[src/hdl/pcc_front.sv]
// front end: takes sample pairs, keeps count and running sums, emits a snapshot per column
`default_nettype none
module pcc_front #(
  parameter int MAX_PAIRS = 4096,
  parameter int SAMPLE_BITS = 16,
  parameter int CW = $clog2(MAX_PAIRS + 1),
  parameter int SW = SAMPLE_BITS + CW,
  parameter int QW = 2 * SAMPLE_BITS + CW,
  parameter int DW = CW + 2 * SW + 3 * QW
) (
  input  wire logic                   clk,
  input  wire logic                   rst_n,
  input  wire logic                   in_valid,
  output logic                        in_stall,
  input  wire logic [SAMPLE_BITS-1:0] in_x_sample,
  input  wire logic [SAMPLE_BITS-1:0] in_y_sample,
  input  wire logic                   in_last_of_column,
  input  wire logic                   q_full,
  output logic                        q_push,
  output logic [DW-1:0]               q_data
);
  localparam int SB = SAMPLE_BITS;

  logic [CW-1:0]        cnt_r, cnt_nxt;
  logic signed [SW-1:0] sx_r, sx_nxt, sy_r, sy_nxt;
  logic [QW-1:0]        sxx_r, sxx_nxt, syy_r, syy_nxt;
  logic signed [QW-1:0] sxy_r, sxy_nxt;
  logic signed [SB-1:0] x, y;
  logic signed [2*SB-1:0] xx, yy, xy;
  logic                 take;

  assign x = in_x_sample;
  assign y = in_y_sample;
  assign xx = x * x;
  assign yy = y * y;
  assign xy = x * y;
  assign in_stall = q_full;
  assign take = in_valid && !in_stall;

  always_comb begin
    cnt_nxt = cnt_r;
    sx_nxt = sx_r;
    sy_nxt = sy_r;
    sxx_nxt = sxx_r;
    syy_nxt = syy_r;
    sxy_nxt = sxy_r;
    if (cnt_r < CW'(MAX_PAIRS)) begin
      cnt_nxt = cnt_r + CW'(1);
      sx_nxt = sx_r + {{(SW-SB){x[SB-1]}}, x};
      sy_nxt = sy_r + {{(SW-SB){y[SB-1]}}, y};
      sxx_nxt = sxx_r + {{CW{1'b0}}, xx};
      syy_nxt = syy_r + {{CW{1'b0}}, yy};
      sxy_nxt = sxy_r + {{CW{xy[2*SB-1]}}, xy};
    end
  end

  assign q_push = take && in_last_of_column;
  assign q_data = {cnt_nxt, sx_nxt, sy_nxt, sxx_nxt, syy_nxt, sxy_nxt};

  always_ff @(posedge clk) begin
    if (!rst_n || q_push) begin
      cnt_r <= '0;
      sx_r <= '0;
      sy_r <= '0;
      sxx_r <= '0;
      syy_r <= '0;
      sxy_r <= '0;
    end else if (take) begin
      cnt_r <= cnt_nxt;
      sx_r <= sx_nxt;
      sy_r <= sy_nxt;
      sxx_r <= sxx_nxt;
      syy_r <= syy_nxt;
      sxy_r <= sxy_nxt;
    end
  end
endmodule
`default_nettype wire

[config.mk]
export PLATFORM = sky130hd
export DESIGN_NAME = pcc_front
export DESIGN_NICKNAME = d
export VERILOG_FILES = /design/src/hdl/pcc_front.sv
export SDC_FILE = /design/constraint.sdc
export NUM_CORES = 2
export LEC_CHECK = 0
export BUFFER_PORTS_ARGS = -buffer_cell sky130_fd_sc_hd__buf_2
export CAP_MARGIN = 10
export CORE_ASPECT_RATIO = 0.7
export CORE_MARGIN = 2
export CORE_UTILIZATION = 35
export CTS_CLUSTER_SIZE = 25
export DETAILED_ROUTE_END_ITERATION = 10
export SLEW_MARGIN = 20
export SYNTH_ARGS = -nofsm -noshare
export SYNTH_HDL_FRONTEND = slang
export SYNTH_SLANG_ARGS = --single-unit
[constraint.sdc]
create_clock -name clk -period 15 [get_ports clk]
set_input_delay 1.5 -clock clk [delete_from_list [all_inputs] [get_ports clk]]
set_output_delay 1.5 -clock clk [all_outputs]
set_load 0.02 [all_outputs]
==> results.json <==
{
  "status": "finished clean",
  "drt_iter0_drc": 3279,
  "synth_fp_nets": 6683,
  "ioPinCount": 245,
  "die_x_um": 432.9,
  "critPathArrivalTime_ns": 11.58,
  "syn_to_final_growth_pct": 8.190,
  "cpMostUsedCell": "fa_1",
  "cts_htree_levels": 1,
  "period_share_pct": 87.20,
  "worstHoldEndpoint": "sxy_r[12]",
  "cts_resized": 0,
  "start_kind": "input port",
  "cts_tree": "built",
  "insertion_delay_ns": 0.56,
  "antenna_found_initial": 10,
  "drt-total-wl_um": 138600,
  "cts.sinks": 206,
  "tightest_slew_ns": 1.157,
  "final_common_cell": "inv_1",
  "fin_ws_ns": 1.920,
  "routed_via_density": 5.057,
  "period_minus_slack_ns": 13.08,
  "async_flop_share_pct": 0,
  "synthAdderAreaFrac_pct": 44.64,
  "die_h_um": 304.2,
  "cts_buffers": 23,
  "final-hold-violation-count": 0,
  "r2r-end": "syy_r[29]",
  "core_um2": 128100,
  "numPortBuffers": 244,
  "cp_max_fo": 28,
  "fmax_ghz": 0.07645,
  "post-route-util_pct": 38.05,
  "syn_area_per_cell_um2": 8.218,
  "synth.yosys.warnings": 0,
  "nets": 6780,
  "synth_seq_cells": 206,
  "fin_cells": 7337,
  "reg2reg_depth": 12,
  "grt_usage_pct": 21.18,
  "ys_seq_area_share_pct": 9.150,
  "grt_max_degree": 156,
  "drc_errors": 0,
  "rsz0062_at_grt": "no",
  "grt_overflow_total": 0,
  "cts_hold_buf": 0,
  "root_buffer": "clkbuf_16",
  "crit_required_ns": 13.50,
  "drive_above_1_share_pct": 7.057,
  "grt_pass1_vias": 36440,
  "clk_path_buf_depth": 3,
  "regToRegSetupSlack_ns": 10.61,
  "slowest_delay_ns": 0.73,
  "min_from": "sxy_r[12]",
  "hp-class": "flop to flop",
  "fin_worst_skew_ns": 0.02566,
  "fp-row-count": 110,
  "ys.flop_type": "dfxtp_1",
  "slew_headroom_pct": 22.50,
  "synth_cell_type_count": 88,
  "synth-edff-count": 0,
  "die-area_um2": 131700,
  "drt_pass1_iterations": 6,
  "synthSimpleGateAreaFrac_pct": 16.43,
  "endpoint_kind": "primary output",
  "grt_pass1_wl_um": 217400,
  "synth_mux_area_share_pct": 0.5108,
  "clkSlewWorstSetupHoldPaths_ns": 0.07,
  "synthCells": 5484,
  "netlist_area_um2": 45070,
  "synth_top_family_by_area": "adder cells",
  "holdPathStages": 2,
  "via_count": 37110,
  "cap_viol_max_count": 0,
  "initial_core_util_pct": 35.17,
  "dp_hpwl_um": 111300,
  "maxSlewViolCount": 0,
  "gp_congestion": 0.9231,
  "place_ws_ns": 2.158,
  "setup-tns-final_ns": 0,
  "synth-compound-area-share_pct": 12.91,
  "wl_per_cell_um": 18.88,
  "ant_nets": 0,
  "r2r_start": "syy_r[2]",
  "slowest_stage": "clkinv_1",
  "final_cell_mix": "inv_1, fa_1, nand2_1, ha_1, nor2_1",
  "synth_xor_area_share_pct": 6.063,
  "critPathKind": "input port to primary output",
  "postCtsSetupBuffers": 0,
  "setup_violations": 0,
  "placed_cells": 7292
}
-- cell families (layout without fill, tap and decap cells) --
| group | after synthesis | after routing |
|---|---|---|
| AOI/OAI and AO/OA | 940 | 940 |
| xor gates and xnor gates | 312 | 312 |
| adders and majority gates | 1162 | 1162 |
| buffers and inverters | 1230 | 1343 |
| DFF | 206 | 206 |
| muxes | 21 | 21 |
| other | 0 | 4 |
| and+or+nand+nor | 1613 | 1613 |
-- metal layers --
| metal | track usage [%] | vias up | wire (um) | part of all wire, % |
|---|---|---|---|---|
| li1 | - | 17540 | - | - |
| met5 | 0 | - | 52 | 0.038 |
| met1 | 32.29 | 18140 | 65820 | 48 |
| met2 | 29.72 | 1274 | 56290 | 41 |
| met4 | 4.480 | 8 | 3441 | 2.5 |
| met3 | 5.363 | 148 | 12950 | 9.3 |
-- synthesized netlist by cell type, drive strengths merged, types with 5 or more instances --
cell / instances / share of area [%]
inv: 1008 / 8.4
a31o: 7 / 0.14
o211a: 7 / 0.16
a21oi: 286 / 3.2
and4: 6 / 0.12
clkbuf: 188 / 1.6
o41ai: 8 / 0.22
nand2b: 59 / 0.82
a221oi: 8 / 0.17
nand4: 24 / 0.35
a31oi: 29 / 0.44
ha: 419 / 12
nand2: 663 / 5.5
mux2: 16 / 0.40
a221o: 6 / 0.14
o31ai: 14 / 0.26
clkinv: 5 / 0.042
dfxtp: 206 / 9.2
a21o: 114 / 1.9
xnor2: 180 / 3.5
a2111oi: 5 / 0.097
nor2: 360 / 3.0
o21bai: 31 / 0.52
a21boi: 6 / 0.10
buf: 29 / 0.29
nand3: 75 / 0.83
o211ai: 23 / 0.39
o21a: 40 / 0.67
fa: 743 / 33
and3: 40 / 0.56
nor3: 75 / 0.83
nor2b: 41 / 0.57
mux2i: 5 / 0.11
o21ai: 289 / 3.2
a211oi: 17 / 0.28
or4: 12 / 0.20
a41oi: 6 / 0.12
xor2: 132 / 2.6
or2: 9 / 0.12
and2: 209 / 2.9
or3: 23 / 0.32
-- through the flow --
step	hold slack (ns)	instance area, um^2
2_1_floorplan	0.4461	45070
3_3_place_gp	0.4568	48020
3_5_place_dp	0.4694	48020
4_1_cts	0.4783	48750
5_1_grt	0.4992	48750
6_report	0.4773	48760
-- worst max-delay path: cells and delay by family --
kind                     cells  cell delay (ns)
buffers and inverters        6             1.86
AO/OA/AOI/OAI               15             3.88
XOR/XNOR                     1             0.14
AND/OR/NAND/NOR              3             0.70
adder cells (fa/ha/maj)      8             3.45
-- registers in the layout, summed over array words and instances, names as in the netlist --
register / flops
sxx_r: 45
sy_r: 29
sx_r: 29
sxy_r: 45
cnt_r: 13
syy_r: 45
-- worst max path at each step --
stage                         from    endpoint  slack [ns]  cells past startpoint
detailed placement  in_y_sample[4]  q_data[43]        2.16                     36
global route        in_y_sample[4]  q_data[43]        1.33                     36
finish              in_x_sample[4]  q_data[43]        1.92                     33
global placement    in_y_sample[4]  q_data[43]        2.24                     36
CTS                 in_x_sample[4]  q_data[43]        2.09                     33
floorplan           in_y_sample[7]  q_data[43]        3.20                     35
-- layout make-up --
| cell class | instances | area, um^2 |
|---|---|---|
| flip-flops and latches | 206 | 4128 |
| well taps | 1736 | 2172 |
| clock inverters | 14 | 111.4 |
| multi-input cells | 4048 | 36340 |
| inverters | 1013 | 3802 |
| fillers | 13070 | 79370 |
| repair buffers | 289 | 1572 |
| diodes | 4 | 10.01 |
| clock buffers | 27 | 620.6 |
Power is not shown: default switching activity piles up to over one toggle a cycle in this logic, so the estimate is an artifact.
