## config.mk

```make
export PLATFORM = sky130hd
export DESIGN_NAME = pcc_back
export DESIGN_NICKNAME = d
export VERILOG_FILES = /design/src/hdl/pcc_pkg.sv /design/src/hdl/pcc_mul.sv /design/src/hdl/pcc_back.sv
export SDC_FILE = /design/constraint.sdc
export NUM_CORES = 2
export LEC_CHECK = 0
export ABC_AREA = 1
export BUFFER_PORTS_ARGS = -buffer_cell sky130_fd_sc_hd__buf_2
export CAP_MARGIN = 0
export CORE_ASPECT_RATIO = 0.8
export CORE_MARGIN = 5
export CORE_UTILIZATION = 25
export CTS_CLUSTER_SIZE = 40
export DETAILED_ROUTE_END_ITERATION = 8
export SLEW_MARGIN = 20
export SYNTH_ARGS = -nofsm -noshare
export SYNTH_HDL_FRONTEND = slang
export SYNTH_SLANG_ARGS = --single-unit
```

## constraint.sdc

```tcl
create_clock -name clk -period 21.4 [get_ports clk]
set_clock_uncertainty 0.1 [all_clocks]
set_input_delay 3.21 -clock clk [delete_from_list [all_inputs] [get_ports clk]]
set_output_delay 3.21 -clock clk [all_outputs]
set_load 0.02 [all_outputs]
```

## src/hdl/pcc_pkg.sv

```systemverilog
// shared constants and types for the pearson correlation column block
`default_nettype none
package pcc_pkg;
  localparam int ONE_FIXED = 16384;
  localparam int K_BITS = 15;
  localparam int CORR_BITS = 16;

  typedef enum logic [3:0] {
    ST_IDLE, ST_NXX, ST_SX2, ST_NYY, ST_SY2, ST_CHK, ST_P, ST_Q,
    ST_RHS, ST_AB, ST_TRY, ST_ODD2, ST_LHS, ST_OUT
  } back_state_t;
endpackage
`default_nettype wire

```

## src/hdl/pcc_mul.sv

```systemverilog
// shift-add multiplier, one multiplier bit per cycle, stops early when done
`default_nettype none
module pcc_mul #(
  parameter int PW = 64,
  parameter int BW = 32
) (
  input  wire logic          clk,
  input  wire logic          rst_n,
  input  wire logic          start,
  input  wire logic [PW-1:0] a_in,
  input  wire logic [BW-1:0] b_in,
  output logic               done,
  output logic [PW-1:0]      prod
);
  logic [PW-1:0] a_r, acc_r;
  logic [BW-1:0] b_r;
  logic          busy_r;

  assign done = busy_r && (b_r == '0);
  assign prod = acc_r;

  always_ff @(posedge clk) begin
    if (start) begin
      a_r <= a_in;
      b_r <= b_in;
      acc_r <= '0;
    end else if (busy_r && b_r != '0) begin
      if (b_r[0]) acc_r <= acc_r + a_r;
      a_r <= a_r << 1;
      b_r <= b_r >> 1;
    end
  end

  always_ff @(posedge clk) begin
    if (!rst_n) busy_r <= 1'b0;
    else if (start) busy_r <= 1'b1;
    else if (done) busy_r <= 1'b0;
  end
endmodule
`default_nettype wire

```

## src/hdl/pcc_back.sv

```systemverilog
// back end: sequencer that turns a column snapshot into the coefficient
`default_nettype none
module pcc_back #(
  parameter int MAX_PAIRS = 4096,
  parameter int SAMPLE_BITS = 16,
  parameter int CW = $clog2(MAX_PAIRS + 1),
  parameter int SW = SAMPLE_BITS + CW,
  parameter int QW = 2 * SAMPLE_BITS + CW,
  parameter int DW = CW + 2 * SW + 3 * QW
) (
  input  wire logic                         clk,
  input  wire logic                         rst_n,
  input  wire logic                         q_valid,
  input  wire logic [DW-1:0]                q_data,
  output logic                              q_pop,
  output logic                              out_valid,
  input  wire logic                         out_stall,
  output logic [pcc_pkg::CORR_BITS-1:0]     out_correlation,
  output logic                              out_degenerate
);
  import pcc_pkg::*;

  localparam int AW = 2 * SAMPLE_BITS + 2 * CW;
  localparam int BW = AW + K_BITS;
  localparam int PW = 2 * AW + 2 * K_BITS;
  localparam int IW = $clog2(K_BITS);

  back_state_t state_r, state_nxt;

  logic [CW-1:0]        q_n;
  logic signed [SW-1:0] q_sx, q_sy;
  logic [QW-1:0]        q_sxx, q_syy;
  logic signed [QW-1:0] q_sxy;

  logic [CW-1:0]        n_r, n_nxt;
  logic signed [SW-1:0] sx_r, sx_nxt, sy_r, sy_nxt;
  logic [QW-1:0]        sxx_r, sxx_nxt, syy_r, syy_nxt;
  logic signed [QW-1:0] sxy_r, sxy_nxt;
  logic [PW-1:0]        tmp_r, tmp_nxt, rhs_r, rhs_nxt, ab_r, ab_nxt;
  logic [AW-1:0]        spa_r, spa_nxt, spb_r, spb_nxt, mag_r, mag_nxt;
  logic                 neg_r, neg_nxt, started_r, started_nxt;
  logic [K_BITS-1:0]    k_r, k_nxt, cand;
  logic [IW-1:0]        bit_r, bit_nxt;
  logic [2*K_BITS-1:0]  odd2_r, odd2_nxt;
  logic [K_BITS:0]      odd;
  logic [CORR_BITS-1:0] corr_r, corr_nxt, res_corr_r, res_corr_nxt;
  logic                 degen_r, degen_nxt, ov_r, ov_nxt;
  logic                 res_degen_r, res_degen_nxt;

  logic [SW-1:0] abs_x, abs_y;
  logic [QW-1:0] abs_xy;
  logic signed [AW+1:0] num;

  logic          mul_start, mul_done;
  logic [PW-1:0] mul_a, mul_prod;
  logic [BW-1:0] mul_b;

  assign {q_n, q_sx, q_sy, q_sxx, q_syy, q_sxy} = q_data;

  pcc_mul #(.PW(PW), .BW(BW)) u_mul (
    .clk(clk), .rst_n(rst_n), .start(mul_start), .a_in(mul_a), .b_in(mul_b),
    .done(mul_done), .prod(mul_prod)
  );

  assign abs_x = sx_r[SW-1] ? SW'(-sx_r) : SW'(sx_r);
  assign abs_y = sy_r[SW-1] ? SW'(-sy_r) : SW'(sy_r);
  assign abs_xy = sxy_r[QW-1] ? QW'(-sxy_r) : QW'(sxy_r);
  assign cand = k_r | (K_BITS'(1) << bit_r);
  assign odd = {cand, 1'b0} - (K_BITS+1)'(1);

  assign out_valid = ov_r;
  assign out_correlation = corr_r;
  assign out_degenerate = degen_r;

  always_comb begin
    state_nxt = state_r;
    n_nxt = n_r;
    sx_nxt = sx_r;
    sy_nxt = sy_r;
    sxx_nxt = sxx_r;
    syy_nxt = syy_r;
    sxy_nxt = sxy_r;
    tmp_nxt = tmp_r;
    rhs_nxt = rhs_r;
    ab_nxt = ab_r;
    spa_nxt = spa_r;
    spb_nxt = spb_r;
    mag_nxt = mag_r;
    neg_nxt = neg_r;
    k_nxt = k_r;
    bit_nxt = bit_r;
    odd2_nxt = odd2_r;
    corr_nxt = corr_r;
    degen_nxt = degen_r;
    res_corr_nxt = res_corr_r;
    res_degen_nxt = res_degen_r;
    ov_nxt = ov_r && out_stall;
    started_nxt = started_r;
    q_pop = 1'b0;
    mul_a = '0;
    mul_b = '0;
    num = '0;
    case (state_r)
      ST_IDLE: begin
        if (q_valid) begin
          q_pop = 1'b1;
          n_nxt = q_n;
          sx_nxt = q_sx;
          sy_nxt = q_sy;
          sxx_nxt = q_sxx;
          syy_nxt = q_syy;
          sxy_nxt = q_sxy;
          state_nxt = ST_NXX;
        end
      end
      ST_NXX: begin
        mul_a = PW'(n_r);
        mul_b = BW'(sxx_r);
        if (mul_done) begin
          tmp_nxt = mul_prod;
          state_nxt = ST_SX2;
        end
      end
      ST_SX2: begin
        mul_a = PW'(abs_x);
        mul_b = BW'(abs_x);
        if (mul_done) begin
          spa_nxt = AW'(tmp_r - mul_prod);
          state_nxt = ST_NYY;
        end
      end
      ST_NYY: begin
        mul_a = PW'(n_r);
        mul_b = BW'(syy_r);
        if (mul_done) begin
          tmp_nxt = mul_prod;
          state_nxt = ST_SY2;
        end
      end
      ST_SY2: begin
        mul_a = PW'(abs_y);
        mul_b = BW'(abs_y);
        if (mul_done) begin
          spb_nxt = AW'(tmp_r - mul_prod);
          state_nxt = ST_CHK;
        end
      end
      ST_CHK: begin
        if (spa_r == '0 || spb_r == '0) begin
          res_corr_nxt = '0;
          res_degen_nxt = 1'b1;
          state_nxt = ST_OUT;
        end else begin
          res_degen_nxt = 1'b0;
          state_nxt = ST_P;
        end
      end
      ST_P: begin
        mul_a = PW'(n_r);
        mul_b = BW'(abs_xy);
        if (mul_done) begin
          tmp_nxt = mul_prod;
          state_nxt = ST_Q;
        end
      end
      ST_Q: begin
        mul_a = PW'(abs_x);
        mul_b = BW'(abs_y);
        num = (sxy_r[QW-1] ? -$signed((AW+2)'(tmp_r)) : $signed((AW+2)'(tmp_r)))
            - (((sx_r[SW-1] ^ sy_r[SW-1])) ? -$signed((AW+2)'(mul_prod))
                                            : $signed((AW+2)'(mul_prod)));
        if (mul_done) begin
          neg_nxt = num[AW+1];
          mag_nxt = num[AW+1] ? AW'(-num) : AW'(num);
          state_nxt = ST_RHS;
        end
      end
      ST_RHS: begin
        mul_a = PW'({mag_r, {K_BITS{1'b0}}});
        mul_b = {mag_r, {K_BITS{1'b0}}};
        if (mul_done) begin
          rhs_nxt = mul_prod;
          state_nxt = ST_AB;
        end
      end
      ST_AB: begin
        mul_a = PW'(spa_r);
        mul_b = BW'(spb_r);
        if (mul_done) begin
          ab_nxt = mul_prod;
          k_nxt = '0;
          bit_nxt = IW'(K_BITS - 1);
          state_nxt = ST_TRY;
        end
      end
      ST_TRY: begin
        if (cand > K_BITS'(ONE_FIXED)) begin
          if (bit_r == '0) begin
            res_corr_nxt = neg_r ? -CORR_BITS'(k_r) : CORR_BITS'(k_r);
            state_nxt = ST_OUT;
          end else begin
            bit_nxt = bit_r - IW'(1);
          end
        end else begin
          state_nxt = ST_ODD2;
        end
      end
      ST_ODD2: begin
        mul_a = PW'(odd);
        mul_b = BW'(odd);
        if (mul_done) begin
          odd2_nxt = (2*K_BITS)'(mul_prod);
          state_nxt = ST_LHS;
        end
      end
      ST_LHS: begin
        mul_a = ab_r;
        mul_b = BW'(odd2_r);
        if (mul_done) begin
          if (mul_prod <= rhs_r) k_nxt = cand;
          if (bit_r == '0) begin
            res_corr_nxt = neg_r ? -CORR_BITS'((mul_prod <= rhs_r) ? cand : k_r)
                                 : CORR_BITS'((mul_prod <= rhs_r) ? cand : k_r);
            state_nxt = ST_OUT;
          end else begin
            bit_nxt = bit_r - IW'(1);
            state_nxt = ST_TRY;
          end
        end
      end
      ST_OUT: begin
        if (!ov_r || !out_stall) begin
          ov_nxt = 1'b1;
          corr_nxt = res_corr_r;
          degen_nxt = res_degen_r;
          state_nxt = ST_IDLE;
        end
      end
      default: state_nxt = ST_IDLE;
    endcase
    mul_start = 1'b0;
    case (state_r)
      ST_NXX, ST_SX2, ST_NYY, ST_SY2, ST_P, ST_Q, ST_RHS, ST_AB, ST_ODD2, ST_LHS: begin
        if (!started_r) begin
          mul_start = 1'b1;
          started_nxt = 1'b1;
        end else if (mul_done) begin
          started_nxt = 1'b0;
        end
      end
      default: started_nxt = 1'b0;
    endcase
  end

  always_ff @(posedge clk) begin
    if (!rst_n) begin
      state_r <= ST_IDLE;
      ov_r <= 1'b0;
      started_r <= 1'b0;
    end else begin
      state_r <= state_nxt;
      ov_r <= ov_nxt;
      started_r <= started_nxt;
    end
  end

  always_ff @(posedge clk) begin
    n_r <= n_nxt;
    sx_r <= sx_nxt;
    sy_r <= sy_nxt;
    sxx_r <= sxx_nxt;
    syy_r <= syy_nxt;
    sxy_r <= sxy_nxt;
    tmp_r <= tmp_nxt;
    rhs_r <= rhs_nxt;
    ab_r <= ab_nxt;
    spa_r <= spa_nxt;
    spb_r <= spb_nxt;
    mag_r <= mag_nxt;
    neg_r <= neg_nxt;
    k_r <= k_nxt;
    bit_r <= bit_nxt;
    odd2_r <= odd2_nxt;
    corr_r <= corr_nxt;
    degen_r <= degen_nxt;
    res_corr_r <= res_corr_nxt;
    res_degen_r <= res_degen_nxt;
  end
endmodule
`default_nettype wire

```

==> results.md <==
- Status: completed
- Dpl cells: 13.6k
- Final Max Slew Viols: 0
- Storage element area: 34100 um^2
- Synthesized flop and latch total: 1188
- I/O Buffers: 228
- Slew @ Worst Pin: 1.26 ns
- DRC Markers: 0
- F_max: 0.131 GHz
- Reg clk slew, reported paths: 0.05 ns
- First-pass GRT wire length: 458 mm
- Clk pwr share: 18.4%
- Crit Path Category: input pin to output port
- CP Launch Type: input pin
- Wirelength per Cell: 23.2 um
- Ys async rst share: 0%
- Initial antenna violation count: 11
- GRT overflow: 0
- EDFF count, synth: 1035
- P_int: 7.16 mW
- # IOs: 229
- Initial Util: 25.1%
- Detailed Routing Iterations Pass 1: 6
- Routed vias: 70.1k
- Final TNS setup: 0 ns
- Worst hold slack: 0.317 ns
- CTS Root Cell: clkbuf_16
- Core area: 304000 um^2
- CTS Hold Buffers Added: 0
- CTS Buffer Depth: 3
- Chip height: 505 um
- Gpl congestion: 1.02
- Predominant post-synthesis flop cell: edfxtp_1
- Clock Latency Late Sink: 0.86 ns
- Worst endpoint required time: 18.09 ns
- Largest net degree at the start of global routing: 187
- Avg Vias per Cell: 5.06
- Flop pwr share: 27.1%
- Slew HR: 16.1%
- # nets final: 10.3k
- H-tree depth: 4
- P_sw: 7.22 mW
- Cells after synthesis: 9443
- CTS resizes: 0
- Total of max-cap violations: 0
- Sw Share: 50.2%
- Hold path endpoint: out_correlation[8]$_DFFE_PP_
- Final Routed Wirelength: 322 mm
- Final setup viols: 0
- Syn Std Cell Area: 76500 um^2
- Post-synth net total: 10.1k
- Most frequent cells in the layout: nand2_1 (1941), inv_1 (1364), nor2_1 (1096), edfxtp_1 (1035), a21oi_1 (730)
- Vias in the first global route: 64.6k
- DR iter-0 viols: 9207
- Logic pwr share: 54.5%
- Worst Hold Class: register to register
- Yosys Warn Count: 0
- Final Hold Viols: 0
- FF-to-FF Start: tmp_r[1]$_DFFE_PP_
- Reg2Reg Depth: 28
- CP max FO: 22
- GRT Overall Usage: 19.4%
- WHS Path Cells: 0
- Distinct cell type count of the synthesized netlist: 75
- Register area share after synthesis: 44.7%
- CTS Sinks: 1188
- Most common cell after layout, fill and taps aside: nand2_1
- Area of the multi-input gates: 36400 um^2
- DP HPWL: 258 mm
- Pleak: 35.6 nW
- Reg-to-reg endpoint: mag_r[34]$_DFFE_PP_
- Die area: 317000 um^2
- Arrival time worst endpoint: 4.32 ns
- Area delta synth->final: 14.8%
- Syn avg cell area: 8.10 um^2
- PD cells: 164 nW/um^2
- Fillers: 32.8k
- Postcts setup bufs: 0
- Proportion of layout cells with a drive suffix above 1: 6.92%
- Met2 Wirelength: 131 mm
- Fin crit period: 7.63 ns
- Post-DRT Antenna Nets: 0
- CTS tree: built
- Total CTS buffers: 145
- DIE WIDTH: 628 um
- Uppermost layer routed: met5
- Worst reg-to-reg setup slack: 14.05 ns
- Setup crit end kind: output port
- RSZ-0062 raised after global routing: false
- WL met1: 146 mm
- VDD IR max: 0.000124 V
- Crit share post-route: 35.7%
- Std cell rows: 181
- Met3 wire len: 33.5 mm
- Worst Hold Launch: res_corr_r[8]$_DFFE_PP_
- Post-route insts no fill: 13.9k
-- flip-flops by register name, indices dropped and copies added, names as in the netlist, 45 cells and up --
register	flops
mag_r	58
sxy_r	45
spb_r	58
sxx_r	45
u_mul.prod	146
u_mul.a_r	146
tmp_r	60
ab_r	146
rhs_r	146
u_mul.b_r	73
syy_r	45
spa_r	58
-- through the flow --
stage	instance area (um^2)	setup WS [ns]	utilization (%)	total power, mW
final	87800	13.77	28.9	14.4
after floorplan	76500	0.544	-	8.79
after CTS	87800	13.71	28.9	14.2
after global placement	82700	13.72	27.2	11.5
after detailed placement	82700	13.71	27.2	11.5
after global routing	87800	13.63	28.9	15.2
-- logic make-up after synthesis --
family / Yosys count / share of synthesized area [%]
simple gates: 3941 / 21.5
flops: 1188 / 44.7
fa+ha+maj: 423 / 6.95
xor+xnor: 391 / 4.62
compound gates: 1912 / 14.4
buf+inv: 1588 / 7.87
-- routing by layer --
layer / GRT usage [%] / vias up
li1: - / 32400
met1: 28.6 / 33700
met2: 28.0 / 3490
met3: 4.37 / 457
met4: 6.01 / 8
met5: 0.120 / -
-- layout make-up --
type,count,area share [%]
antenna,1,0.00285
tap,4026,5.74
multi-input combinational,6667,41.5
sequential,1188,38.9
clock buffer,186,4.52
inverter,1388,5.96
clock inverter,77,1.24
timing repair buffer,318,2.14
-- cells in the mapped netlist, drive strengths merged, types with 18 or more instances --
cell type | n | area share (%)
a21o | 78 | 0.77
a22o | 23 | 0.26
ha | 420 | 6.9
xnor2 | 136 | 1.6
inv | 1383 | 6.8
o21a | 84 | 0.82
nand2 | 1958 | 9.7
nand3b | 21 | 0.21
xor2 | 255 | 3.0
dfxtp | 153 | 4.0
o21ai | 658 | 4.3
nand3 | 448 | 3.0
o211ai | 63 | 0.62
nand4 | 122 | 1.0
a31oi | 67 | 0.55
nor3 | 117 | 0.84
a21boi | 18 | 0.18
a221oi | 59 | 0.68
edfxtp | 1035 | 41
clkbuf | 152 | 0.75
o21bai | 48 | 0.47
buf | 48 | 0.31
nor2 | 1135 | 5.7
nor4 | 101 | 0.84
a21oi | 736 | 4.8
-- worst max path at each step --
stage / start / to / slack (ns) / cells past startpoint
floorplan: q_valid / q_pop / 0.54 / 2
global placement: q_valid / q_pop / 13.72 / 5
detailed placement: q_valid / q_pop / 13.71 / 5
CTS: q_valid / q_pop / 13.71 / 5
global route: tmp_r[1]$_DFFE_PP_ / mag_r[43]$_DFFE_PP_ / 13.63 / 28
finish: q_valid / q_pop / 13.77 / 5
-- power by group through the flow --
stage	Sequential (mW)	Combinational, mW	Clock [mW]
2_1_floorplan	3.83	4.95	0
3_3_place_gp	3.93	7.55	0
3_5_place_dp	3.93	7.57	0
4_1_cts	3.89	7.60	2.69
5_1_grt	3.93	8.46	2.79
6_report	3.90	7.84	2.64
-- critical path, stage by stage --
cell and delay [ns]:
buf_2 0.10, inv_1 0.05, nor3_2 0.21, buf_4 0.39, buf_2 0.33
(Power assumes the default switching activity.)
