File: config.mk
export PLATFORM = sky130hd
export DESIGN_NAME = pcc_fifo
export DESIGN_NICKNAME = d
export VERILOG_FILES = /design/src/hdl/pcc_fifo.sv
export SDC_FILE = /design/constraint.sdc
export NUM_CORES = 1
export LEC_CHECK = 0
export ABC_AREA = 0
export CORE_MARGIN = 8
export CORE_UTILIZATION = 51
export DETAILED_ROUTE_END_ITERATION = 6
export DONT_BUFFER_PORTS = 1
export HOLD_SLACK_MARGIN = 0.12
export PLACE_DENSITY = 0.76
export SYNTH_ARGS = -nofsm -noshare
export SYNTH_HDL_FRONTEND = slang
export SYNTH_SLANG_ARGS = --single-unit
File: constraint.sdc
create_clock -name clk -period 1.54 [get_ports clk]
set_input_delay 0.154 -clock clk [delete_from_list [all_inputs] [get_ports clk]]
set_output_delay 0.154 -clock clk [all_outputs]
set_load 0.03 [all_outputs]
File: src/hdl/pcc_fifo.sv
// two-entry queue of column snapshots between front and back
`default_nettype none
module pcc_fifo #(
  parameter int WIDTH = 8
) (
  input  wire logic             clk,
  input  wire logic             rst_n,
  input  wire logic             push,
  input  wire logic [WIDTH-1:0] push_data,
  output logic                  full,
  input  wire logic             pop,
  output logic                  valid,
  output logic [WIDTH-1:0]      pop_data
);
  logic [WIDTH-1:0] mem_r [2];
  logic             wr_r, rd_r;
  logic [1:0]       cnt_r;

  assign full = cnt_r == 2'd2;
  assign valid = cnt_r != 2'd0;
  assign pop_data = mem_r[rd_r];

  always_ff @(posedge clk) begin
    if (push) mem_r[wr_r] <= push_data;
  end

  always_ff @(posedge clk) begin
    if (!rst_n) begin
      wr_r <= 1'b0;
      rd_r <= 1'b0;
      cnt_r <= 2'd0;
    end else begin
      if (push) wr_r <= !wr_r;
      if (pop) rd_r <= !rd_r;
      cnt_r <= cnt_r + {1'b0, push} - {1'b0, pop};
    end
  end
endmodule
`default_nettype wire

==> results of run 1 <==
[cell usage in the layout (no fill, tap or decap)]
master / instances
ha_1: 2
edfxtp_1: 16
nor2b_1: 4
dlygate4sd3_1: 11
clkbuf_1: 1
and2_1: 4
buf_4: 2
dfxtp_1: 3
dfxtp_2: 2
or2_1: 1
xnor3_1: 1
inv_1: 2
mux2_1: 8
clkbuf_4: 3
o21a_1: 1
xor2_1: 1
[repair_timing]
| action | CTS | global route |
|---|---|---|
| hold buffers | 11 | 0 |
| endpoints found under the hold margin | 21 | 0 |
| gates resized for setup | 0 | 2 |
| setup endpoints to repair | 0 | 9 |
[cell type report]
class | instances | area (sq um) | area share (%)
Inverter | 2 | 7.507 | 0.7722
Multi-Input combinational cell | 22 | 210.2 | 21.62
Tap cell | 16 | 20.02 | 2.059
Timing Repair Buffer | 13 | 125.1 | 12.87
Clock buffer | 4 | 26.28 | 2.703
Sequential cell | 21 | 583.1 | 59.97
[metal layers]
| layer | wire [um] | track usage [%] | share of wire (%) | vias to the layer above |
|---|---|---|---|---|
| li1 | - | - | - | 198 |
| met1 | 487 | 8.390 | 36 | 200 |
| met2 | 757 | 17.47 | 56 | 14 |
| met3 | 96 | 4.338 | 7.2 | 0 |
| met4 | 0 | 2.113 | 0 | 0 |
| met5 | 0 | 0 | 0 | - |
[logic make-up after synthesis]
logic type	after synthesis	share of synthesized area, %
AOI/OAI and AO/OA	1	0.9349
muxes	8	11.22
buffers and inverters	3	1.557
xor gates and xnor gates	2	3.894
and+or+nand+nor	9	7.009
DFF	21	72.27
adders and majority gates	2	3.115
[worst reg2reg max path, cell delays in order (launching register included)]
cell and delay, ns:
dfxtp_2 0.35, inv_1 0.04, ha_1 0.25, inv_1 0.05
ha_1 0.13, xnor3_1 0.38, nor2b_1 0.13
[cell usage after synthesis]
cell	count	area, sq um
inv_1	2	7.510
dfxtp_1	5	100.1
mux2_1	8	90.09
buf_2	1	5.000
nor2b_1	4	25.02
and2_1	4	25.02
edfxtp_1	16	480.5
ha_1	2	25.02
or2_1	1	6.260
xnor3_1	1	22.52
xor2_1	1	8.760
o21a_1	1	7.510
[sequential cells by signal, summed over array words and instances, names as in the netlist, named ones only]
name,flops
cnt_r,2
mem_r,16
rd_r,1
wr_r,1
[worst max-delay path by stage]
| stage | to | slack, ns | from | cells after the start |
|---|---|---|---|---|
| floorplan | cnt_r[1]$_SDFF_PN0_ | 0.24 | cnt_r[0]$_SDFF_PN0_ | 6 |
| global placement | cnt_r[1]$_SDFF_PN0_ | 0.21 | cnt_r[0]$_SDFF_PN0_ | 6 |
| detailed placement | cnt_r[1]$_SDFF_PN0_ | 0.14 | cnt_r[0]$_SDFF_PN0_ | 6 |
| CTS | pop_data[7] | 0.02 | register | 1 |
| global route | cnt_r[1]$_SDFF_PN0_ | 0.03 | cnt_r[0]$_SDFF_PN0_ | 6 |
| finish | cnt_r[1]$_SDFF_PN0_ | 0.14 | cnt_r[0]$_SDFF_PN0_ | 6 |
[power groups by stage]
stage / logic [mW] / registers, mW / clock network [mW]
floorplan: 0.173 / 0.677 / 0
global placement: 0.190 / 0.685 / 0
detailed placement: 0.197 / 0.689 / 0
CTS: 0.225 / 0.676 / 0.251
global route: 0.241 / 0.683 / 0.286
finish: 0.223 / 0.676 / 0.246
==> results.json, run 1 <==
{
  "outcome": "finished clean",
  "p_comb_share_pct": 19.5,
  "fin_area_sq_um": 972.2,
  "drc_errors": 0,
  "mappedNetlistNets": 60,
  "initial_core_util_pct": 53.95,
  "p_switching_mw": 0.2996,
  "grt_max_degree": 12,
  "clockBufferDepth": 2,
  "hold_end": "wr_r$_SDFFE_PN0P_",
  "internal_power_mw": 0.8459,
  "pwr-share-clk_pct": 21.5,
  "final_util_pct": 65.29,
  "gp_congestion": 0.6551,
  "dieArea_sq_mm": 0.003101,
  "ant_nets": 0,
  "holdPathStages": 2,
  "diodes": 0,
  "setup_ws_ns": 0.1420,
  "slowest_stage": "xnor3_1",
  "die_w_um": 55.69,
  "cts_sinks": 21,
  "grt_overflow": 0,
  "dp_hpwl_um": 974.6,
  "seqPwrFrac_pct": 59.0,
  "worstRegToRegCells": 6,
  "hold_ws_ns": 0.2107,
  "cp_max_fo": 3,
  "min-delay-start": "push",
  "die_y_um": 55.69,
  "worst-path-buf-inv": 2,
  "dp_slack_ns": 0.1359,
  "fin_cells": 78,
  "grt_pass1_wl_um": 2270,
  "drtIter0Drc": 4,
  "drt_pass1_iterations": 2,
  "wl_um": 1341,
  "pwr_density_cell_mw_per_mm2": 1178,
  "synth_area_sq_um": 803.3,
  "cts_buffers": 3,
  "finalCritPeriodShare_pct": 90.78,
  "viasPerCell": 5.282,
  "root_buffer": "clkbuf_4",
  "via_count": 412,
  "cpLargestDelayFamily": "adder cells",
  "nFillCells": 98,
  "grt_pass1_vias": 488,
  "cts_tree": "built",
  "crit_chain": "inv_1 -> ha_1 -> inv_1 -> ha_1 -> xnor3_1 -> nor2b_1",
  "finClkSkew_ns": 0.001605,
  "ir_worst_vdd_mv": 0.8035,
  "postCtsSetupRepairBufs": 0,
  "cts-htree-levels": 1,
  "required_ns": 1.77,
  "end_kind": "register",
  "fmax_mhz": 715.3,
  "portBuffers": 0,
  "path_class": "reg -> reg",
  "hold_viol_final": 0,
  "final_nets": 77,
  "fp.coreArea_sq_mm": 0.001489,
  "drv_cap": 0,
  "max_stage_delay_ns": 0.38,
  "period_needed_ns": 1.398,
  "worst_slew_pin_slew_ns": 0.3612,
  "min_path_type": "in -> reg",
  "netlist_instances": 46,
  "netSwitchingFraction_pct": 26.15,
  "yosys_warnings": 0,
  "reg2reg_to": "cnt_r[1]$_SDFF_PN0_",
  "arrival_ns": 1.62,
  "grt_usage_pct": 9.155,
  "tns_ns": 0,
  "rrSetupSlack_ns": 0.14,
  "slew_headroom_pct": 75.92,
  "slew_violations": 0,
  "ios": 22,
  "setup.worst_path.start_class": "register",
  "syn2layout_area_growth_pct": 21.03,
  "total_power_mw": 1.145,
  "wl_per_cell_um": 17.19,
  "antenna_found_initial": 0,
  "clk_pin_slew_ns": 0.11,
  "placed_area_sq_um": 833.3,
  "leakagePower_nw": 0.3628,
  "seq_area_frac_synth_pct": 72.27,
  "drive_above_1_share_pct": 11.29,
  "yosysUniqueCellTypes": 12,
  "clk_latency_ns": 0.28,
  "core.rowCount": 14,
  "dp_cells": 63,
  "syn-mean-instance-area_sq_um": 17.46,
  "rr_startpoint": "cnt_r[0]$_SDFF_PN0_",
  "ys_ff_latch": 21,
  "rsz0062_at_grt": "false",
  "setup_viol": 0
}
(Power assumes the default switching activity.)
==> run 2, diff against run 1 <==
--- a/config.mk
+++ b/config.mk
@@ -5,7 +5,7 @@
 export SDC_FILE = /design/constraint.sdc
 export NUM_CORES = 1
 export LEC_CHECK = 0
-export ABC_AREA = 0
+export ABC_AREA = 1
 export CORE_MARGIN = 8
 export CORE_UTILIZATION = 51
 export DETAILED_ROUTE_END_ITERATION = 6
==> run 2 against run 1 <==
Utilization fell by 0.35 points. Critical path depth fell by 5. Sequential cell count unchanged. Die area rose by 3.0%. Critical path type is now reg -> out. Critical endpoint is now pop_data[7]. Highest routed layer is now met4.
==> results.json, run 2 <==
{
  "outcome": "finished clean",
  "required_ns": 1.39,
  "clk_pin_slew_ns": 0.11,
  "tns_ns": 0,
  "netlist_top_cells_count": "16 x edfxtp_1, 9 x nand2_1, 8 x mux2_4, 8 x nor2_1, 7 x inv_1",
  "ios": 22,
  "largest_reg_flops": 16,
  "final_nets": 88,
  "grt_pass1_wl_um": 2339,
  "fp.coreArea_sq_mm": 0.001524,
  "ant_nets": 0,
  "mostFrequentLayoutCell": "edfxtp_1",
  "final_util_pct": 64.94,
  "dp_slack_ns": 0.3840,
  "slew_headroom_pct": 63.50,
  "pwr_density_cell_mw_per_mm2": 1126,
  "synth_area_leaders": "edfxtp_1 57%, mux2_4 14%, dfxtp_1 12%",
  "grt_usage_pct": 9.279,
  "drv_cap": 0,
  "finClkSkew_ns": 0.01191,
  "die_y_um": 56.51,
  "wl_per_cell_um": 15.94,
  "reg_top3": "mem_r: 16 flops, cnt_r: 2 flops",
  "initial_core_util_pct": 54.93,
  "drt_pass1_iterations": 4,
  "worst_slew_pin_slew_ns": 0.5455,
  "antenna_found_initial": 0,
  "drive_above_1_share_pct": 16.44,
  "cpLargestDelayFamily": "flip-flops",
  "syn-mean-instance-area_sq_um": 14.43,
  "mappedNetlistNets": 72,
  "dieArea_sq_mm": 0.003193,
  "cts_sinks": 21,
  "ys.flop_type": "edfxtp_1",
  "setup_ws_ns": 0.07155,
  "finalCritPeriodShare_pct": 95.35,
  "worst-path-buf-inv": 0,
  "yosys_warnings": 0,
  "top_register": "mem_r",
  "async_flop_share_pct": 0,
  "setup_viol": 0,
  "cp_max_fo": 8,
  "post-synth-top-count-cell": "edfxtp_1",
  "end_kind": "output pin",
  "portBuffers": 0,
  "ys_ff_latch": 21,
  "min_path_type": "in -> reg",
  "slowest_stage": "dfxtp_1",
  "synth_area_sq_um": 837.1,
  "gp_congestion": 0.6622,
  "clk_latency_ns": 0.29,
  "clockBufferDepth": 2,
  "period_needed_ns": 1.468,
  "fmax_mhz": 681.0,
  "hold_ws_ns": 0.2484,
  "dp_hpwl_um": 1067,
  "grt_overflow": 0,
  "yosysTopAreaCell": "edfxtp_1",
  "leakagePower_nw": 0.4156,
  "min-delay-start": "push",
  "drtIter0Drc": 17,
  "synth_top_area_share_pct": 57.40,
  "total_power_mw": 1.115,
  "arrival_ns": 1.31,
  "cts_buffers": 3,
  "path_class": "reg -> out",
  "dp_cells": 74,
  "grt_pass1_vias": 515,
  "syn2layout_area_growth_pct": 18.24,
  "grt_max_degree": 12,
  "diodes": 0,
  "wl_um": 1419,
  "seq_area_frac_synth_pct": 69.36,
  "core.rowCount": 14,
  "die_w_um": 56.51,
  "cts-htree-levels": 1,
  "fin_cells": 89,
  "rr_startpoint": "cnt_r[0]$_SDFF_PN0_",
  "ir_worst_vdd_mv": 0.7250,
  "setup.worst_path.start_class": "register",
  "netlist_instances": 58,
  "rsz0062_at_grt": "false",
  "hold_viol_final": 0,
  "max_stage_delay_ns": 0.63,
  "synth_edf_count": 16,
  "placed_area_sq_um": 853.3,
  "cts_tree": "built",
  "crit_chain": "mux2_4",
  "root_buffer": "clkbuf_4",
  "via_count": 462,
  "slew_violations": 0,
  "layout_common_cells": "16 x edfxtp_1, 11 x dlygate4sd3_1, 9 x nand2_1",
  "drc_errors": 0,
  "yosysUniqueCellTypes": 10,
  "viasPerCell": 5.191,
  "fin_area_sq_um": 989.7
}
run 2: worst paths after layout:
| check | cells past startpoint | slack [ns] | to |
|---|---|---|---|
| max | 1 | 0.07 | pop_data[7] |
| min | 3 | 0.25 | mem_r[0][0]$_DFFE_PP_ |
| max reg2reg | 7 | 0.34 | cnt_r[1]$_SDFF_PN0_ |
| min reg2reg | 2 | 0.51 | wr_r$_SDFFE_PN0P_ |
run 2: report_power, final:
| group | internal (mW) | leakage [nW] | switching, mW |
|---|---|---|---|
| clock | 0.101 | 0.0150 | 0.149 |
| combinational | 0.0743 | 0.209 | 0.123 |
| sequential | 0.648 | 0.192 | 0.0199 |
| total | 0.823 | 0.416 | 0.291 |
run 2: logic make-up after synthesis:
group | after synthesis | synth area share, %
AOI/OAI and AO/OA | 1 | 0.5973
adders and majority gates | 2 | 2.989
buffers and inverters | 8 | 4.485
DFF | 21 | 69.36
muxes | 8 | 14.35
and+or+nand+nor | 18 | 8.221
run 2: what timing repair did:
action | 4_1_cts | 5_1_grt
setup buffers | 0 | 0
endpoints found under the setup margin | 0 | 0
hold endpoints to repair | 21 | 0
hold buffers | 11 | 0
resized for setup | 0 | 0
run 2: final cells by class:
cell class                      instances  area, sq um
Fill cell                             121        534.3
Multi-Input combinational cell         29        219.0
Timing Repair Buffer                   12        117.6
Inverter                                7        26.28
Clock buffer                            4        26.28
Sequential cell                        21        580.6
Tap cell                               16        20.02
run 2: per-layer routing:
layer / global-route usage, % / wire (um) / vias to the layer above
li1: - / - / 225
met1: 9.639 / 558 / 213
met2: 15.52 / 744 / 22
met3: 3.371 / 101 / 2
met4: 5.498 / 14 / 0
met5: 0 / 0 / -
==> run 3, diff against run 2 <==
==> constraint.sdc (replaced) <==
create_clock -name clk -period 1.6 [get_ports clk]
set_input_delay 0.16 -clock clk [delete_from_list [all_inputs] [get_ports clk]]
set_output_delay 0.16 -clock clk [all_outputs]
set_load 0.03 [all_outputs]
==> run 3 against run 2 <==
Utilization stayed put. Non-clock buffer count stayed put. Total power is 2.7% lower. Critical path type unchanged. Critical endpoint is now pop_data[0]. Largest cell class unchanged.
==> results.json, run 3 (same netlist as run 2, synthesis figures left out) <==
{
  "postCtsSetupRepairBufs": 0,
  "pwr-share-clk_pct": 23.0,
  "rr_startpoint": "cnt_r[0]$_SDFF_PN0_",
  "pwr_density_cell_mw_per_mm2": 1096,
  "portBuffers": 0,
  "fmax_mhz": 661.5,
  "path_class": "reg -> out",
  "p_switching_mw": 0.2908,
  "layout_common_cells": "16 x edfxtp_1, 11 x dlygate4sd3_1, 9 x nand2_1",
  "worst_slew_pin_slew_ns": 0.5445,
  "worst-path-buf-inv": 0,
  "reg_top3": "mem_r: 16 flops, cnt_r: 2 flops",
  "hold_buffers": 11,
  "mostFrequentLayoutCell": "edfxtp_1",
  "cts_resized": 0,
  "top_register": "mem_r",
  "dieArea_sq_mm": 0.003193,
  "hold_ws_ns": 0.2551,
  "initial_core_util_pct": 54.93,
  "drc_errors": 0,
  "gp_congestion": 0.6302,
  "leakagePower_nw": 0.4156,
  "diodes": 0,
  "grt_pass1_vias": 509,
  "finalCritPeriodShare_pct": 94.48,
  "cts_tree": "built",
  "die_y_um": 56.51,
  "dp_slack_ns": 0.4175,
  "clockBufferDepth": 2,
  "drive_above_1_share_pct": 16.44,
  "cts_buffers": 3,
  "largest_reg_flops": 16,
  "finClkSkew_ns": 0.001595,
  "nFillCells": 124,
  "dp_cells": 74,
  "drv_cap": 0,
  "syn2layout_area_growth_pct": 18.24,
  "required_ns": 1.44,
  "ir_worst_vdd_mv": 0.7706,
  "via_count": 459,
  "period_needed_ns": 1.512,
  "cts_sinks": 21,
  "slew_headroom_pct": 63.56,
  "grt_max_degree": 12,
  "ios": 22,
  "cp_max_fo": 8,
  "crit_chain": "mux2_4",
  "setup_ws_ns": 0.08834,
  "drt_pass1_iterations": 4,
  "outcome": "finished clean",
  "internal_power_mw": 0.7938,
  "hold_viol_final": 0,
  "clk_latency_ns": 0.30,
  "regArea_sq_um": 580.6,
  "cts-htree-levels": 1,
  "p_comb_share_pct": 17.6,
  "min-delay-start": "push",
  "cpLargestDelayFamily": "flip-flops",
  "grt_overflow": 0,
  "viasPerCell": 5.157,
  "grt_usage_pct": 9.655,
  "final_util_pct": 64.94,
  "fp.coreArea_sq_mm": 0.001524,
  "drtIter0Drc": 11,
  "slew_violations": 0,
  "arrival_ns": 1.35,
  "min_path_type": "in -> reg",
  "final_nets": 88,
  "clk_pin_slew_ns": 0.11,
  "seqPwrFrac_pct": 59.3,
  "end_kind": "output pin",
  "die_w_um": 56.51,
  "fin_cells": 89,
  "multiInputGateArea_sq_um": 219.0,
  "antenna_found_initial": 0,
  "ant_nets": 0,
  "netSwitchingFraction_pct": 26.81,
  "setup.worst_path.start_class": "register",
  "slowest_stage": "dfxtp_1",
  "rsz0062_at_grt": "false",
  "root_buffer": "clkbuf_4",
  "setup_viol": 0,
  "wl_per_cell_um": 16.44,
  "wl_um": 1463,
  "tns_ns": 0,
  "dp_hpwl_um": 1044,
  "core.rowCount": 14,
  "grt_pass1_wl_um": 2325,
  "max_stage_delay_ns": 0.64
}
run 3: cell counts in the layout (fill, tap and decap cells not counted):
No cell type changed its count.
run 3: path summary, 6_finish.rpt:
kind / end / slack, ns / cells after the start
min: mem_r[0][1]$_DFFE_PP_ / 0.26 / 3
max reg2reg: cnt_r[1]$_SDFF_PN0_ / 0.39 / 7
min reg2reg: wr_r$_SDFFE_PN0P_ / 0.51 / 2
max: pop_data[0] / 0.09 / 1
run 3: stage by stage:
stage                     cell area [sq um]  power, mW
after floorplan                       837.1     0.7981
after global placement                853.3     0.8109
after detailed placement              853.3     0.8203
after CTS                             989.7      1.084
after global routing                  989.7      1.127
final                                 989.7      1.085
run 3: final cells by class:
type                            instances  area share (%)
Clock buffer                            4           2.655
Inverter                                7           2.655
Multi-Input combinational cell         29           22.12
Sequential cell                        21           58.66
Tap cell                               16           2.023
Timing Repair Buffer                   12           11.88
run 3: power groups by stage:
stage	clock network, mW	logic [mW]	registers [mW]
finish	0.250	0.191	0.644
global route	0.272	0.208	0.647
CTS	0.249	0.190	0.645
detailed placement	0	0.163	0.657
global placement	0	0.157	0.654
floorplan	0	0.152	0.646
run 3: routing by layer:
layer	vias up	routed length (um)	share of wire, %	GRT usage [%]
met5	-	0	0	0
met4	0	44	3.0	6.186
met3	4	80	5.5	3.371
met2	19	740	51	16.61
met1	211	598	41	9.530
li1	225	-	-	-
run 3: worst reg2reg max path, cell delays in order, from the launching register on:
cell,delay (ns)
dfxtp_1,0.34
inv_1,0.06
ha_1,0.27
inv_1,0.07
ha_1,0.18
nand3_1,0.08
nand2_1,0.06
nor2_1,0.04
